**src/hdl/pis_pkg.sv**
```systemverilog
// Shared types and constants for the pulsed irrigation sequencer.
package pis_pkg;

  localparam int unsigned DIVIDEND_W = 21;
  localparam int unsigned DIVISOR_W  = 4;
  localparam int unsigned CNT_W      = $clog2(DIVIDEND_W + 1);

  typedef enum logic [2:0] {
    MODE_MONITOR = 3'd0,
    MODE_WATER   = 3'd1,
    MODE_SOAK    = 3'd2,
    MODE_COOL    = 3'd3,
    MODE_FAULT   = 3'd4
  } mode_e;

  typedef enum logic [2:0] {
    REG_ACTIVE    = 3'd0,
    REG_PER_PLANT = 3'd1,
    REG_BASE      = 3'd2,
    REG_SOAK_CYC  = 3'd3,
    REG_SOAK_MS   = 3'd4,
    REG_COOL_MS   = 3'd5,
    REG_TICK_MS   = 3'd6,
    REG_NONE      = 3'd7
  } reg_e;

  typedef struct packed {
    logic                  start;
    logic [DIVIDEND_W-1:0] dividend;
    logic [DIVISOR_W-1:0]  divisor;
  } div_req_t;

  typedef struct packed {
    logic                  done;
    logic [DIVIDEND_W-1:0] quotient;
  } div_rsp_t;

endpackage

```
**src/hdl/pis_div.sv**
```systemverilog
// Serial restoring divider, one quotient bit per cycle.
module pis_div (
  input  logic              clk_i,
  input  logic              rst_ni,
  input  pis_pkg::div_req_t req_i,
  output pis_pkg::div_rsp_t rsp_o
);
  import pis_pkg::*;

  logic [DIVIDEND_W-1:0] quo_q;
  logic [DIVISOR_W:0]    rem_q;
  logic [DIVISOR_W-1:0]  dsr_q;
  logic [CNT_W-1:0]      cnt_q;
  logic                  busy_q;
  logic                  done_q;

  logic [DIVISOR_W:0]    trial;
  logic                  fits;

  assign trial = {rem_q[DIVISOR_W-1:0], quo_q[DIVIDEND_W-1]};
  assign fits  = trial >= {1'b0, dsr_q};

  always_ff @(posedge clk_i or negedge rst_ni) begin
    if (!rst_ni) begin
      quo_q  <= '0;
      rem_q  <= '0;
      dsr_q  <= '0;
      cnt_q  <= '0;
      busy_q <= 1'b0;
      done_q <= 1'b0;
    end else begin
      done_q <= 1'b0;
      if (req_i.start) begin
        quo_q  <= req_i.dividend;
        rem_q  <= '0;
        dsr_q  <= req_i.divisor;
        cnt_q  <= CNT_W'(DIVIDEND_W);
        busy_q <= 1'b1;
      end else if (busy_q) begin
        rem_q <= fits ? (trial - {1'b0, dsr_q}) : trial;
        quo_q <= {quo_q[DIVIDEND_W-2:0], fits};
        cnt_q <= cnt_q - CNT_W'(1);
        if (cnt_q == CNT_W'(1)) begin
          busy_q <= 1'b0;
          done_q <= 1'b1;
        end
      end
    end
  end

  assign rsp_o.done     = done_q;
  assign rsp_o.quotient = quo_q;

endmodule

```
**src/hdl/pulsed_irrigation_sequencer_top.sv**
```systemverilog
// Top level of the pulsed irrigation sequencer: registers, sequencer and result beat.
//
// Each input beat is one control tick and yields exactly one result beat. The tick is
// latched and the elapsed timer updated at the accepting edge. Then the serial divider
// forms the pulse length (one quotient bit per cycle), the quotient is latched, the
// sequencer checks that the result register is free, and it steps the pump sequence
// through the shared timer compare. in_stall_o stays high meanwhile, so the next tick
// is taken at the earliest in the cycle in which the result appears; a new tick is
// not taken before the last one is through. A tick whose quotient is ready waits in
// the sequencer, with in_stall_o still high, while the previous result waits on
// out_stall_i. The configuration port takes writes at any time but expects them
// only between ticks.
module pulsed_irrigation_sequencer_top #(
  parameter int unsigned MAX_PLANTS = 8
) (
  input  logic        clk_i,
  input  logic        rst_ni,
  input  logic        psel,
  input  logic        penable,
  input  logic        pwrite,
  input  logic [4:0]  paddr,
  input  logic [31:0] pwdata,
  output logic [31:0] prdata,
  output logic        pready,
  input  logic        in_valid_i,
  output logic        in_stall_o,
  input  logic [7:0]  dry_flags_i,
  input  logic [7:0]  fault_flags_i,
  output logic        out_valid_o,
  input  logic        out_stall_i,
  output logic [2:0]  display_mode_o,
  output logic        pump_on_o,
  output logic [7:0]  needs_water_o,
  output logic [3:0]  pulses_left_o
);
  import pis_pkg::*;

  typedef enum logic [1:0] {
    ST_IDLE,
    ST_DIV,
    ST_WAIT,
    ST_UPD
  } state_e;

  logic [3:0]  active_q;
  logic [15:0] per_plant_q;
  logic [15:0] base_q;
  logic [3:0]  soak_cyc_q;
  logic [23:0] soak_ms_q;
  logic [23:0] cool_ms_q;
  logic [15:0] tick_ms_q;

  state_e      state_q;
  logic        pump_q;
  logic [3:0]  soaks_q;
  logic        cool_q;
  logic [31:0] elapsed_q;
  logic        all_fault_q;
  logic        any_dry_q;
  logic [7:0]  dry_q;
  logic [DIVIDEND_W-1:0] pulse_q;

  logic        out_valid_q;
  mode_e       mode_q;
  logic        pump_out_q;
  logic [7:0]  needs_q;
  logic [3:0]  pulses_q;

  reg_e        wr_idx;
  logic        wr_en;
  logic        accept;

  logic [5:0]  n_wide;
  logic [3:0]  n_eff;
  logic [15:0] mask16;
  logic [7:0]  mask8;
  logic [3:0]  soaks_eff;
  logic [19:0] prod;
  logic [32:0] sum;

  div_req_t    div_req;
  div_rsp_t    div_rsp;

  logic [31:0] thr;
  logic        ge;
  mode_e       mode_d;
  logic        pump_d;
  logic [3:0]  soaks_d;
  logic        cool_d;
  logic [31:0] elapsed_d;
  logic [3:0]  soaks_dec;

  assign pready = 1'b1;
  assign wr_idx = reg_e'(paddr[4:2]);
  assign wr_en  = psel & penable & pwrite;

  always_comb begin
    unique case (wr_idx)
      REG_ACTIVE:    prdata = {28'd0, active_q};
      REG_PER_PLANT: prdata = {16'd0, per_plant_q};
      REG_BASE:      prdata = {16'd0, base_q};
      REG_SOAK_CYC:  prdata = {28'd0, soak_cyc_q};
      REG_SOAK_MS:   prdata = {8'd0, soak_ms_q};
      REG_COOL_MS:   prdata = {8'd0, cool_ms_q};
      REG_TICK_MS:   prdata = {16'd0, tick_ms_q};
      default:       prdata = '0;
    endcase
  end

  assign n_wide    = ({2'b00, active_q} > 6'(MAX_PLANTS)) ? 6'(MAX_PLANTS)
                                                          : {2'b00, active_q};
  assign n_eff     = n_wide[3:0];
  assign mask16    = (16'd1 << n_eff) - 16'd1;
  assign mask8     = mask16[7:0];
  assign soaks_eff = (soak_cyc_q == 4'd0) ? 4'd1 : soak_cyc_q;
  assign prod      = 20'(per_plant_q) * 20'(n_eff);
  assign sum       = {1'b0, elapsed_q} + {17'd0, tick_ms_q};

  assign accept     = in_valid_i & ~in_stall_o;
  assign in_stall_o = (state_q != ST_IDLE);

  assign div_req.start    = accept;
  assign div_req.dividend = {1'b0, prod} + DIVIDEND_W'(base_q);
  assign div_req.divisor  = soaks_eff;

  pis_div u_div (
    .clk_i  (clk_i),
    .rst_ni (rst_ni),
    .req_i  (div_req),
    .rsp_o  (div_rsp)
  );

  always_comb begin
    priority if (pump_q) begin
      thr = 32'(pulse_q);
    end else if (soaks_q != 4'd0) begin
      thr = {8'd0, soak_ms_q};
    end else begin
      thr = {8'd0, cool_ms_q};
    end
  end

  assign ge        = elapsed_q >= thr;
  assign soaks_dec = (soaks_q != 4'd0) ? soaks_q - 4'd1 : 4'd0;

  always_comb begin
    pump_d    = pump_q;
    soaks_d   = soaks_q;
    cool_d    = cool_q;
    elapsed_d = elapsed_q;
    mode_d    = MODE_MONITOR;
    priority if (pump_q) begin
      mode_d = MODE_WATER;
      if (ge) begin
        elapsed_d = '0;
        pump_d    = 1'b0;
        soaks_d   = soaks_dec;
        if (soaks_dec != 4'd0) begin
          mode_d = MODE_SOAK;
        end else begin
          cool_d = 1'b1;
          mode_d = MODE_COOL;
        end
      end
      if (all_fault_q) mode_d = MODE_FAULT;
    end else if (soaks_q != 4'd0) begin
      mode_d = MODE_SOAK;
      if (ge) begin
        elapsed_d = '0;
        pump_d    = 1'b1;
        mode_d    = MODE_WATER;
      end
      if (all_fault_q) mode_d = MODE_FAULT;
    end else if (cool_q) begin
      mode_d = MODE_COOL;
      if (ge) begin
        elapsed_d = '0;
        cool_d    = 1'b0;
        mode_d    = MODE_MONITOR;
      end
      if (all_fault_q) mode_d = MODE_FAULT;
    end else begin
      mode_d = all_fault_q ? MODE_FAULT : MODE_MONITOR;
      if (any_dry_q) begin
        elapsed_d = '0;
        soaks_d   = soaks_eff;
        pump_d    = 1'b1;
        mode_d    = MODE_WATER;
      end
    end
  end

  always_ff @(posedge clk_i or negedge rst_ni) begin
    if (!rst_ni) begin
      active_q    <= 4'd0;
      per_plant_q <= 16'd1000;
      base_q      <= 16'd1000;
      soak_cyc_q  <= 4'd3;
      soak_ms_q   <= 24'd30000;
      cool_ms_q   <= 24'd60000;
      tick_ms_q   <= 16'd1000;
      state_q     <= ST_IDLE;
      pump_q      <= 1'b0;
      soaks_q     <= 4'd0;
      cool_q      <= 1'b0;
      elapsed_q   <= '0;
      all_fault_q <= 1'b0;
      any_dry_q   <= 1'b0;
      dry_q       <= '0;
      pulse_q     <= '0;
      out_valid_q <= 1'b0;
      mode_q      <= MODE_MONITOR;
      pump_out_q  <= 1'b0;
      needs_q     <= '0;
      pulses_q    <= '0;
    end else begin
      if (wr_en) begin
        unique case (wr_idx)
          REG_ACTIVE:    active_q    <= pwdata[3:0];
          REG_PER_PLANT: per_plant_q <= pwdata[15:0];
          REG_BASE:      base_q      <= pwdata[15:0];
          REG_SOAK_CYC:  soak_cyc_q  <= pwdata[3:0];
          REG_SOAK_MS:   soak_ms_q   <= pwdata[23:0];
          REG_COOL_MS:   cool_ms_q   <= pwdata[23:0];
          REG_TICK_MS:   tick_ms_q   <= pwdata[15:0];
          default:       ;
        endcase
      end

      if (out_valid_q && !out_stall_i && state_q != ST_UPD) out_valid_q <= 1'b0;

      unique case (state_q)
        ST_IDLE: begin
          if (accept) begin
            dry_q       <= dry_flags_i & mask8;
            any_dry_q   <= (dry_flags_i & mask8) != 8'd0;
            all_fault_q <= (n_eff != 4'd0) && (n_eff <= 4'd8) &&
                           ((fault_flags_i & mask8) == mask8);
            elapsed_q   <= sum[32] ? 32'hFFFF_FFFF : sum[31:0];
            state_q     <= ST_DIV;
          end
        end
        ST_DIV: begin
          if (div_rsp.done) begin
            pulse_q <= div_rsp.quotient;
            state_q <= ST_WAIT;
          end
        end
        ST_WAIT: begin
          if (!out_valid_q || !out_stall_i) state_q <= ST_UPD;
        end
        ST_UPD: begin
          if (!out_valid_q || !out_stall_i) begin
            pump_q      <= pump_d;
            soaks_q     <= soaks_d;
            cool_q      <= cool_d;
            elapsed_q   <= elapsed_d;
            mode_q      <= mode_d;
            pump_out_q  <= pump_d;
            needs_q     <= dry_q;
            pulses_q    <= soaks_d;
            out_valid_q <= 1'b1;
            state_q     <= ST_IDLE;
          end
        end
        default: state_q <= ST_IDLE;
      endcase
    end
  end

  assign out_valid_o    = out_valid_q;
  assign display_mode_o = mode_q;
  assign pump_on_o      = pump_out_q;
  assign needs_water_o  = needs_q;
  assign pulses_left_o  = pulses_q;

endmodule

```
**config.mk**
```make
export PLATFORM = sky130hd
export DESIGN_NAME = pulsed_irrigation_sequencer_top
export DESIGN_NICKNAME = d
export VERILOG_FILES = /design/src/hdl/pis_pkg.sv /design/src/hdl/pis_div.sv /design/src/hdl/pulsed_irrigation_sequencer_top.sv
export SDC_FILE = /design/constraint.sdc
export NUM_CORES = 1
export LEC_CHECK = 0
export ABC_CLOCK_PERIOD_IN_PS = 4900
export BUFFER_PORTS_ARGS = -buffer_cell sky130_fd_sc_hd__buf_4
export CAP_MARGIN = 20
export CORE_MARGIN = 3
export CORE_UTILIZATION = 46
export DETAILED_ROUTE_END_ITERATION = 16
export PLACE_DENSITY = 0.7
export SYNTH_ARGS = -nofsm -noshare
export SYNTH_HDL_FRONTEND = slang
export SYNTH_SLANG_ARGS = --single-unit
```
**constraint.sdc**
```tcl
create_clock -name clk_i -period 4.9 [get_ports clk_i]
set_clock_uncertainty 0.1 [all_clocks]
set_input_delay 0.49 -clock clk_i [delete_from_list [all_inputs] [get_ports clk_i]]
set_output_delay 0.49 -clock clk_i [all_outputs]
set_load 0.01 [all_outputs]
```
==> impl_metrics.csv, run 1 <==
group,metric,value,unit
grt,grt_max_degree,122,
cts,clkLatencyLatePin,0.53,ns
place,port_buffers,91,
critical_path,path_max_fanout,17,
pwr,cellPowerDensity,527,nW/um^2
finish,antennaDiodeCount,0,
cts,cts-resized-gates,0,
cts,clkSinkCount,223,
drt,vias,11900,
job,cap_violations,0,
critical_path,endpoint_kind,"flop",
cts,htreeDepth,1,
logic_synthesis,synthTopCellsByCount,"191 x nand2_1, 189 x dfrtp_1, 122 x mux2_2",
logic_synthesis,syn_avg_cell_area,9.72,sq um
drt,wirelength,40.6,mm
timing,max_freq,213,MHz
finish,fill_cells,2837,
pwr,power,8.89,mW
cts,clockBufferDepth,3,
logic_synthesis,synthTopCellsByArea,"dfrtp_1 32%, mux2_2 9.3%, ha_1 7.0%",
logic_synthesis,yosysTopAreaCellShare,0.319,
drt,drt_iter0_drc,1058,
logic_synthesis,yosysSeqAreaShare,0.379,
place,dp_hpwl,29.8,mm
logic_synthesis,synth_edf_count,0,
floorplan,fp-row-count,65,
timing,setup_viol,0,
min_path,hold_class,"in -> async",
cts,root_buffer,"clkbuf_16",
floorplan,dieHeight,186,microns
grt,grt_overflow,0,
grt,grt_pass1_wl,64.8,mm
logic_synthesis,yosys.area.top_type,"dfrtp_1",
logic_synthesis,ys.flop_type,"dfrtp_1",
place,gp_congestion,0.929,
critical_path,critical_path.slowest_cell,"fa_1",
logic_synthesis,async_reset_ff_frac,1.00,
floorplan,coreArea,31700,sq um
critical_path,start_kind,"flop",
grt,track_usage,0.236,
pwr,max-vdd-ir-drop,288,uV
floorplan,dieWidth,186,microns
run_status,violations,"hold timing",
cts,holdBufCountCts,0,
timing,worst_pin_slew,0.981,ns
drt,drtPass1Iterations,5,
run_status,status,"finished with violations",
timing,period_minus_slack,4.69,ns
cts,cts_setup_buffers,0,
drt,drc_errors,0,
floorplan,start_util,0.468,
cts,tritoncts,"done",
logic_synthesis,synthCells,1527,
logic_synthesis,yosysMostFrequentCell,"nand2_1",
finish,drive_gt1_frac,0.212,
timing,final_max_slew_viol_count,0,
logic_synthesis,ys_seq_elements,223,
logic_synthesis,yosysWarnings,0,
grt,antenna_found_initial,0,
cts,cts_inserted_buffers,26,
critical_path,cp_common_cell,"fa_1",
critical_path,cp_cell_sequence,"nor2b_1 > buf_6 > and2_1 > fa_1 > fa_1 > inv_1 > fa_1 > inv_1 > ha_1 > or3_1 > o211ai_1 > nand4b_1 > nand3_1 > a31oi_1 > or3_1 > a31o_2",
timing,fin_tns_setup,0,ns
critical_path,critPathKind,"reg -> reg",
drt,vias_per_cell,5.88,
timing,final_hold_viol_count,29,
timing,holdWs,-0.0507,ns
grt,grt_pass1_vias,11800,
floorplan,io_pins,111,
critical_path,slowest_delay,0.55,ns
timing,fin_crit_sh,0.957,
pwr,power_leakage,8.10,nW
drt,drtAntennaViolNets,0,
critical_path,cp.arrival,5.00,ns
finish,layout-area-overhead-vs-synth,13.7,%
drt,wl_per_cell,20.0,microns
critical_path,cp.required,5.21,ns
critical_path,r2r_slack,0.21,ns
cts,clkSlewWorstSetupHoldPaths,0.06,ns
timing,slew_headroom,0.345,
logic_synthesis,synth_cell_types,79,
logic_synthesis,synth_area,14800,sq um
finish,final_nets,1793,
floorplan,die_area,34500,sq um
[cell families (layout without fill, tap and decap cells)]
family / after synthesis / after routing / synth area share
muxes: 173 / 173 / 0.129
xor gates and xnor gates: 27 / 27 / 0.0159
adders and majority gates: 128 / 128 / 0.131
buffers and inverters: 181 / 271 / 0.0497
and+or+nand+nor: 445 / 445 / 0.142
DFF: 223 / 223 / 0.379
AOI/OAI and AO/OA: 348 / 348 / 0.154
other: 2 / 9 / 0.000506
[final timing paths]
kind,start,end,cells after the start
max reg2reg,active_q[3],u_div.quo_q[18],16
max,active_q[3],u_div.quo_q[18],16
min,rst_ni,cool_ms_q[22],1
min in group clk_i,pwdata[18],soak_ms_q[18],2
min reg2reg,dry_q[7],dry_q[7],2
max in group asynchronous,rst_ni,pulse_q[8],2
[cell usage in the layout (no fill, tap or decap), types with 12 or more instances in the layout]
master     count
and2_1        56
fa_1          45
nor2_1        74
nand2b_1      15
buf_4        116
inv_1        102
dfrtp_1      189
dfstp_2       34
clkbuf_16     27
a21oi_1       99
nand2_1      191
xnor2_1       16
mux2_2       122
nand3_1       22
ha_1          83
nor3_1        16
o211ai_1      12
a21o_1        22
mux2i_1       49
o21ai_0       83
[layer usage]
metal | wire length [microns] | share of wire | GRT usage | up-vias
met4 | 1210 | 0.030 | 0.0649 | 0
li1 | - | - | - | 5514
met1 | 18900 | 0.47 | 0.343 | 5948
met3 | 2190 | 0.054 | 0.0211 | 65
met2 | 18300 | 0.45 | 0.381 | 393
met5 | 0 | 0 | 0 | -
[flip-flops by register name, indices dropped and copies added (netlist names), 4 cells and up]
register,flops
u_div.quo_q,21
cool_ms_q,24
needs_water_o,8
per_plant_q,16
tick_ms_q,16
elapsed_q,32
soak_cyc_q,4
u_div.cnt_q,5
dry_q,8
u_div.rem_q,4
soak_ms_q,24
u_div.dsr_q,4
active_q,4
base_q,16
pulses_left_o,4
pulse_q,21
[power by group]
part | internal (mW) | switching (mW)
clock | 1.18 | 0.761
combinational | 1.72 | 2.26
sequential | 2.42 | 0.552
[stage by stage]
stage | cells | instance area (sq um) | util | setup slack, ns
after floorplan | 1534 | 14900 | - | 0.217
after global placement | 1977 | 16000 | 0.504 | 0.308
after detailed placement | 1979 | 16000 | 0.505 | 0.195
after CTS | 2026 | 16900 | 0.532 | 0.177
after global routing | 2026 | 16900 | 0.532 | -0.0236
final | 2026 | 16900 | 0.532 | 0.212
[final cells by class]
type	count	area, sq um	area share
clock buffers	41	768	0.0455
clock inverters	6	83.8	0.00496
inverters	102	383	0.0227
multi-input cells	1130	8540	0.506
flip-flops and latches	223	5620	0.333
well taps	402	503	0.0298
repair buffers	122	985	0.0583
[worst max-delay path: cells and delay by family (launching register included)]
family,cells,cell delay [ns]
adders and majority gates,4,1.71
buffers and inverters,3,0.29
AOI/OAI and AO/OA,3,0.61
DFF,1,0.45
and+or+nand+nor,6,1.42
No activity file was read; power rests on OpenSTA's default activity.
==> run 2: changes to the inputs <==
- CELL_PAD_IN_SITES_DETAIL_PLACEMENT: unset -> 1
- CELL_PAD_IN_SITES_GLOBAL_PLACEMENT: unset -> 1
- CORE_UTILIZATION: 46 -> 44
- PLACE_DENSITY: 0.7 -> 0.82
==> impl_metrics.csv, run 2 (synthesis results as in run 1) <==
group,metric,value,unit
pwr,cellPowerDensity,540,nW/um^2
critical_path,start_kind,"flop",
grt,antenna_found_initial,1,
job,cap_violations,0,
pwr,p_comb_frac,0.456,
pwr,p_clk_frac,0.220,
finish,fill_cells,3777,
pwr,p_int,5.39,mW
drt,wirelength,48.0,mm
drt,drtAntennaViolNets,0,
place,dp_hpwl,34.1,mm
critical_path,rr_worst_depth,16,
timing,fin_crit_sh,0.965,
floorplan,io_pins,111,
pwr,p_seq_frac,0.324,
run_status,status,"completed",
drt,vias,12300,
grt,grt_pass1_wl,75.9,mm
finish,final_area,17000,sq um
grt,grt_overflow,0,
finish,largest_reg_flops,32,
cts,clkSlewWorstSetupHoldPaths,0.06,ns
floorplan,dieWidth,190,microns
grt,track_usage,0.265,
cts,clockBufferDepth,3,
cts,tritoncts,"done",
cts,htreeDepth,1,
finish,final_cell_mix,"191 x nand2_1, 188 x dfrtp_1, 122 x mux2_2",
pwr,switchingPower,3.82,mW
grt,grt_max_degree,114,
cts,clkLatencyLatePin,0.54,ns
place,gp_congestion,0.889,
min_path,hold_class,"in -> reg",
floorplan,die_area,36000,sq um
finish,top_register,"elapsed_q",
grt,busiest_layer,"met2",
cts,clkSinkCount,223,
critical_path,startpoint,"active_q[3]",
critical_path,cp-endpoint,"u_div.quo_q[18]",
drt,vias_per_cell,5.92,
timing,period_minus_slack,4.73,ns
grt,grtUsageMet3,0.0275,
finish,antennaDiodeCount,0,
timing,worst_pin_slew,1.12,ns
place,postPlaceCellArea,16000,sq um
critical_path,critPathKind,"reg -> reg",
drt,wl_per_cell,23.2,microns
drt,drc_errors,0,
finish,final_nets,1797,
grt,grt_use_met2,0.460,
floorplan,coreArea,32900,sq um
timing,setup_viol,0,
cts,root_buffer,"clkbuf_16",
finish,drive_gt1_frac,0.221,
timing,final_hold_viol_count,0,
pwr,power_leakage,8.12,nW
floorplan,start_util,0.452,
critical_path,r2r_slack,0.17,ns
floorplan,dieHeight,190,microns
critical_path,cp.required,5.23,ns
timing,slew_headroom,0.250,
critical_path,r2r_start,"active_q[3]",
finish,layout-area-overhead-vs-synth,14.8,%
critical_path,r2r-end,"u_div.quo_q[18]",
timing,final_max_slew_viol_count,0,
drt,drt_iter0_drc,777,
pwr,p_sw_frac,0.415,
cts,cts_inserted_buffers,26,
critical_path,endpoint_kind,"flop",
timing,max_freq,211,MHz
floorplan,fp-row-count,66,
critical_path,path_max_fanout,7,
finish,final_common_cell,"nand2_1",
critical_path,cp.arrival,5.06,ns
grt,grt_pass1_vias,13500,
timing,rsz0062_at_grt,"yes",
finish,biggestRegsByFlops,"elapsed_q (32), cool_ms_q (24), soak_ms_q (24)",
drt,drtPass1Iterations,5,
grt,gr-usage-met1,0.343,
finish,utilization,0.519,
place,port_buffers,91,
pwr,max-vdd-ir-drop,298,uV
## run 2: worst max-delay path: stages, from the launching register on
cell and delay (ns):
dfrtp_2 0.46, nor2b_4 0.18, buf_6 0.18, and2_1 0.17, fa_1 0.44, fa_1 0.55
inv_1 0.06, fa_1 0.51, inv_1 0.05, ha_1 0.23, or3_4 0.41, o211ai_1 0.23
nand4b_1 0.20, nand3_2 0.12, a31oi_1 0.14, or3_1 0.35, a31o_2 0.24
## run 2: repair_timing
action,in CTS,in global routing
endpoints found under the hold margin,81,0
setup buffers,0,2
gates resized for setup,2,19
setup endpoints to repair,1,7
pin swaps,0,2
hold buffers,1,0
cloned,0,2
## run 2: per-stage QoR
stage	setup slack, ns	hold slack (ns)	setup TNS, ns	power (mW)	instances
2_1_floorplan	0.217	0.0944	0	5.67	1534
3_3_place_gp	0.267	0.350	0	6.75	2017
3_5_place_dp	-0.0539	0.358	-0.0539	7.03	2017
4_1_cts	0.000739	0.0720	0	9.12	2066
5_1_grt	-0.0228	0.0831	-0.0325	9.86	2071
6_report	0.172	0.0922	0	9.21	2071
## run 2: routing by layer
| layer | up-vias | routed length [microns] |
|---|---|---|
| met3 | 92 | 2000 |
| met4 | 0 | 1830 |
| met2 | 320 | 23700 |
| met5 | - | 0 |
| met1 | 6344 | 20400 |
| li1 | 5513 | - |
## run 2: layout make-up
cell class / count / area, sq um / share of cell area
Clock inverter: 8 / 120 / 0.00705
Timing Repair Buffer: 126 / 1010 / 0.0590
Tap cell: 442 / 553 / 0.0325
Inverter: 102 / 383 / 0.0225
Sequential cell: 223 / 5620 / 0.330
Clock buffer: 40 / 754 / 0.0443
Multi-Input combinational cell: 1130 / 8600 / 0.505
## run 2: power by group through the flow
stage / registers [mW] / clock network (mW) / logic, mW
floorplan: 2.77 / 0 / 2.90
global placement: 2.95 / 0 / 3.79
detailed placement: 2.99 / 0 / 4.04
CTS: 2.97 / 2.05 / 4.11
global route: 3.05 / 2.13 / 4.69
finish: 2.99 / 2.02 / 4.20
## run 2: worst min-delay path by stage
stage,from,cells past startpoint,to,slack (ns)
after global placement,dry_q[6],2,needs_water_o[6],0.35
final,dry_flags_i[3],2,dry_q[3],0.09
after global routing,pwdata[22],2,cool_ms_q[22],0.08
after detailed placement,dry_q[1],2,needs_water_o[1],0.36
after floorplan,rst_ni,0,active_q[0],0.09
after CTS,dry_flags_i[3],2,dry_q[3],0.07
==> run 3: changes to the inputs <==
- CORE_ASPECT_RATIO: unset -> 0.9
- SYNTH_HIERARCHICAL: unset -> 1
==> impl_metrics.csv, run 3 <==
group,metric,value,unit
run_status,status,"finished with violations",
run_status,violations,"setup timing",
finish,final_area,17400,sq um
timing,slew_headroom,0.320,
cts,cts_inserted_buffers,25,
grt,track_usage,0.250,
logic_synthesis,yosysWarnings,6,
drt,wl_met2,24.0,mm
finish,layout-area-overhead-vs-synth,16.4,%
logic_synthesis,synthTopCellsByCount,"189 x dfrtp_1, 182 x nand2_1, 121 x mux2_2",
logic_synthesis,synth_xor_area_frac,0.0181,
logic_synthesis,synth_cell_types,90,
finish,utilization,0.524,
cts,clkSinkCount,223,
floorplan,io_pins,111,
place,port_buffers,91,
pwr,cellPowerDensity,536,nW/um^2
floorplan,die_area,36300,sq um
floorplan,fp-row-count,63,
place,dp_hpwl,32.9,mm
grt,grt_pass1_vias,13200,
finish,largest_reg_flops,32,
critical_path,path_max_fanout,6,
finish,biggestRegsByFlops,"elapsed_q (32), cool_ms_q (24), soak_ms_q (24)",
timing,final_hold_viol_count,0,
critical_path,r2r-end,"u_div/quo_q[17]",
timing,timing.final.ws_setup,-0.0627,ns
logic_synthesis,yosysTopAreaCellShare,0.316,
cts,root_buffer,"clkbuf_16",
drt,drtPass1Iterations,5,
logic_synthesis,yosysMostFrequentCell,"dfrtp_1",
cts,htreeDepth,1,
logic_synthesis,yosysSeqAreaShare,0.376,
logic_synthesis,synth_top_family_by_area,"compound AO/OA/AOI/OAI gates",
cts,clockBufferDepth,3,
timing,final_max_slew_viol_count,0,
min_path,hold_end,"dry_q[3]",
logic_synthesis,synth_mux_area_frac,0.128,
floorplan,start_util,0.450,
place,post-place-ws,-0.262,ns
timing,worst_pin_slew,1.02,ns
logic_synthesis,ys.flop_type,"dfrtp_1",
drt,vias,12400,
grt,antenna_found_initial,0,
drt,wl_met3,1.91,mm
floorplan,dieWidth,200,microns
logic_synthesis,synthTopCellsByArea,"dfrtp_1 32%, mux2_2 9.1%, ha_1 6.8%",
finish,final_common_cell,"dfrtp_1",
drt,wirelength,48.4,mm
timing,max_freq,202,MHz
pwr,power_leakage,8.18,nW
grt,grt_pass1_wl,74.0,mm
timing,period_minus_slack,4.96,ns
critical_path,cp.arrival,5.31,ns
critical_path,critPathKind,"reg -> reg",
pwr,power,9.34,mW
place,postPlaceCellArea,16200,sq um
pwr,max-vdd-ir-drop,396,uV
logic_synthesis,ys_seq_elements,223,
logic_synthesis,async_reset_ff_frac,1.00,
finish,antennaDiodeCount,0,
logic_synthesis,synthCells,1520,
drt,drt-met1-wl,20.7,mm
critical_path,start_kind,"flop",
timing,fin_crit_sh,1.01,
drt,top_layer_used,"met4",
min_path,hold_class,"in -> reg",
place,gp_congestion,0.854,
critical_path,r2r_start,"active_q[3]",
cts,tritoncts,"done",
logic_synthesis,yosys.area.top_type,"dfrtp_1",
logic_synthesis,synth_area,15000,sq um
critical_path,cp.required,5.25,ns
logic_synthesis,yosys.area_share.simple,0.142,
logic_synthesis,syn_avg_cell_area,9.85,sq um
drt,drt_iter0_drc,817,
min_path,min_path_cells,2,
drt,wl_per_cell,23.2,microns
drt,vias_per_cell,5.93,
job,cap_violations,0,
critical_path,critical_path.slowest_cell,"fa_1",
drt,drtAntennaViolNets,0,
critical_path,cp_cell_sequence,"buf_4 > nor2b_4 > buf_6 > and2_1 > fa_1 > fa_1 > inv_1 > fa_1 > inv_1 > ha_4 > a21oi_2 > nor2_1 > a211oi_4 > buf_6 > a31oi_4 > buf_6 > a211o_1 > a21oi_2 > xnor2_1 > nand2_1 > o21ai_0",
critical_path,cp_num_buf_inv,6,
finish,final_cell_mix,"187 x dfrtp_1, 179 x nand2_1, 135 x buf_4",
logic_synthesis,synth_compound_area_frac,0.155,
critical_path,slowest_delay,0.59,ns
cts,clkLatencyLatePin,0.54,ns
critical_path,crit_family,"adder cells",
finish,drive_gt1_frac,0.252,
timing,rsz0062_at_grt,"yes",
critical_path,rr_worst_depth,21,
grt,grt_max_degree,123,
drt,drc_errors,0,
finish,top_register,"elapsed_q",
finish,final_nets,1800,
timing,setup_viol,4,
min_path,min_from,"dry_flags_i[3]",
cts,clkSlewWorstSetupHoldPaths,0.06,ns
timing,holdWs,0.101,ns
logic_synthesis,synth_edf_count,0,
floorplan,dieHeight,181,microns
critical_path,endpoint_kind,"flop",
floorplan,coreArea,33300,sq um
logic_synthesis,synthAdderAreaFrac,0.127,
grt,grt_overflow,0,
critical_path,r2r_slack,-0.06,ns
[run 3: power breakdown]
part	total [mW]	switching, mW	leakage, nW	internal, mW
sequential	2.96	0.563	2.76	2.39
clock	2.02	0.816	0.424	1.20
combinational	4.37	2.47	4.99	1.90
total	9.34	3.85	8.18	5.49
[run 3: worst register-to-register path, stage by stage (launching register included)]
cell and delay [ns]:
dfrtp_2 0.44, buf_4 0.16, nor2b_4 0.15, buf_6 0.16
and2_1 0.16, fa_1 0.48, fa_1 0.59, inv_1 0.08
fa_1 0.53, inv_1 0.08, ha_4 0.26, a21oi_2 0.17
nor2_1 0.11, a211oi_4 0.23, buf_6 0.15, a31oi_4 0.12
buf_6 0.17, a211o_1 0.30, a21oi_2 0.15, xnor2_1 0.14
nand2_1 0.07, o21ai_0 0.08
[run 3: layout make-up]
type / instances / area, sq um
repair buffers: 146 / 1160
fillers: 3736 / 15800
inverters: 103 / 387
multi-input cells: 1116 / 8810
flip-flops and latches: 223 / 5630
clock inverters: 7 / 114
well taps: 455 / 569
clock buffers: 38 / 744
[run 3: worst max path at each step]
stage | slack (ns) | depth (start not counted) | endpoint | from
after floorplan | 0.04 | 20 | u_div/quo_q[19] | active_q[2]
after global placement | 0.06 | 19 | u_div/quo_q[19] | active_q[3]
after detailed placement | -0.26 | 19 | u_div/quo_q[19] | active_q[3]
after CTS | 0.002 | 20 | u_div/quo_q[18] | active_q[3]
after global routing | -0.17 | 20 | u_div/quo_q[18] | active_q[3]
final | -0.06 | 21 | u_div/quo_q[17] | active_q[3]
[run 3: logic make-up after synthesis]
logic type | after synthesis
XOR/XNOR | 31
AND/OR/NAND/NOR | 437
buffers and inverters | 189
AO/OA/AOI/OAI | 340
multiplexers | 173
other | 2
adder cells (fa/ha/maj) | 125
flip-flops | 223
[run 3: layer usage]
metal | up-vias | GRT usage
met5 | - | 0
met4 | 0 | 0.0812
met3 | 106 | 0.0312
met2 | 366 | 0.426
met1 | 6427 | 0.333
li1 | 5486 | -
[run 3: what timing repair did]
item / CTS / global route
resized for setup: 10 / 38
setup buffers: 0 / 8
endpoints found under the hold margin: 5 / 0
gates cloned: 0 / 2
pin swaps: 2 / 27
setup endpoints to repair: 5 / 7
hold buffers: 1 / 0
[run 3: metrics by stage]
stage / cells / TNS (ns)
4_1_cts: 2075 / 0
6_report: 2088 / -0.139
2_1_floorplan: 1527 / 0
5_1_grt: 2088 / -0.688
3_3_place_gp: 2029 / 0
3_5_place_dp: 2029 / -0.450
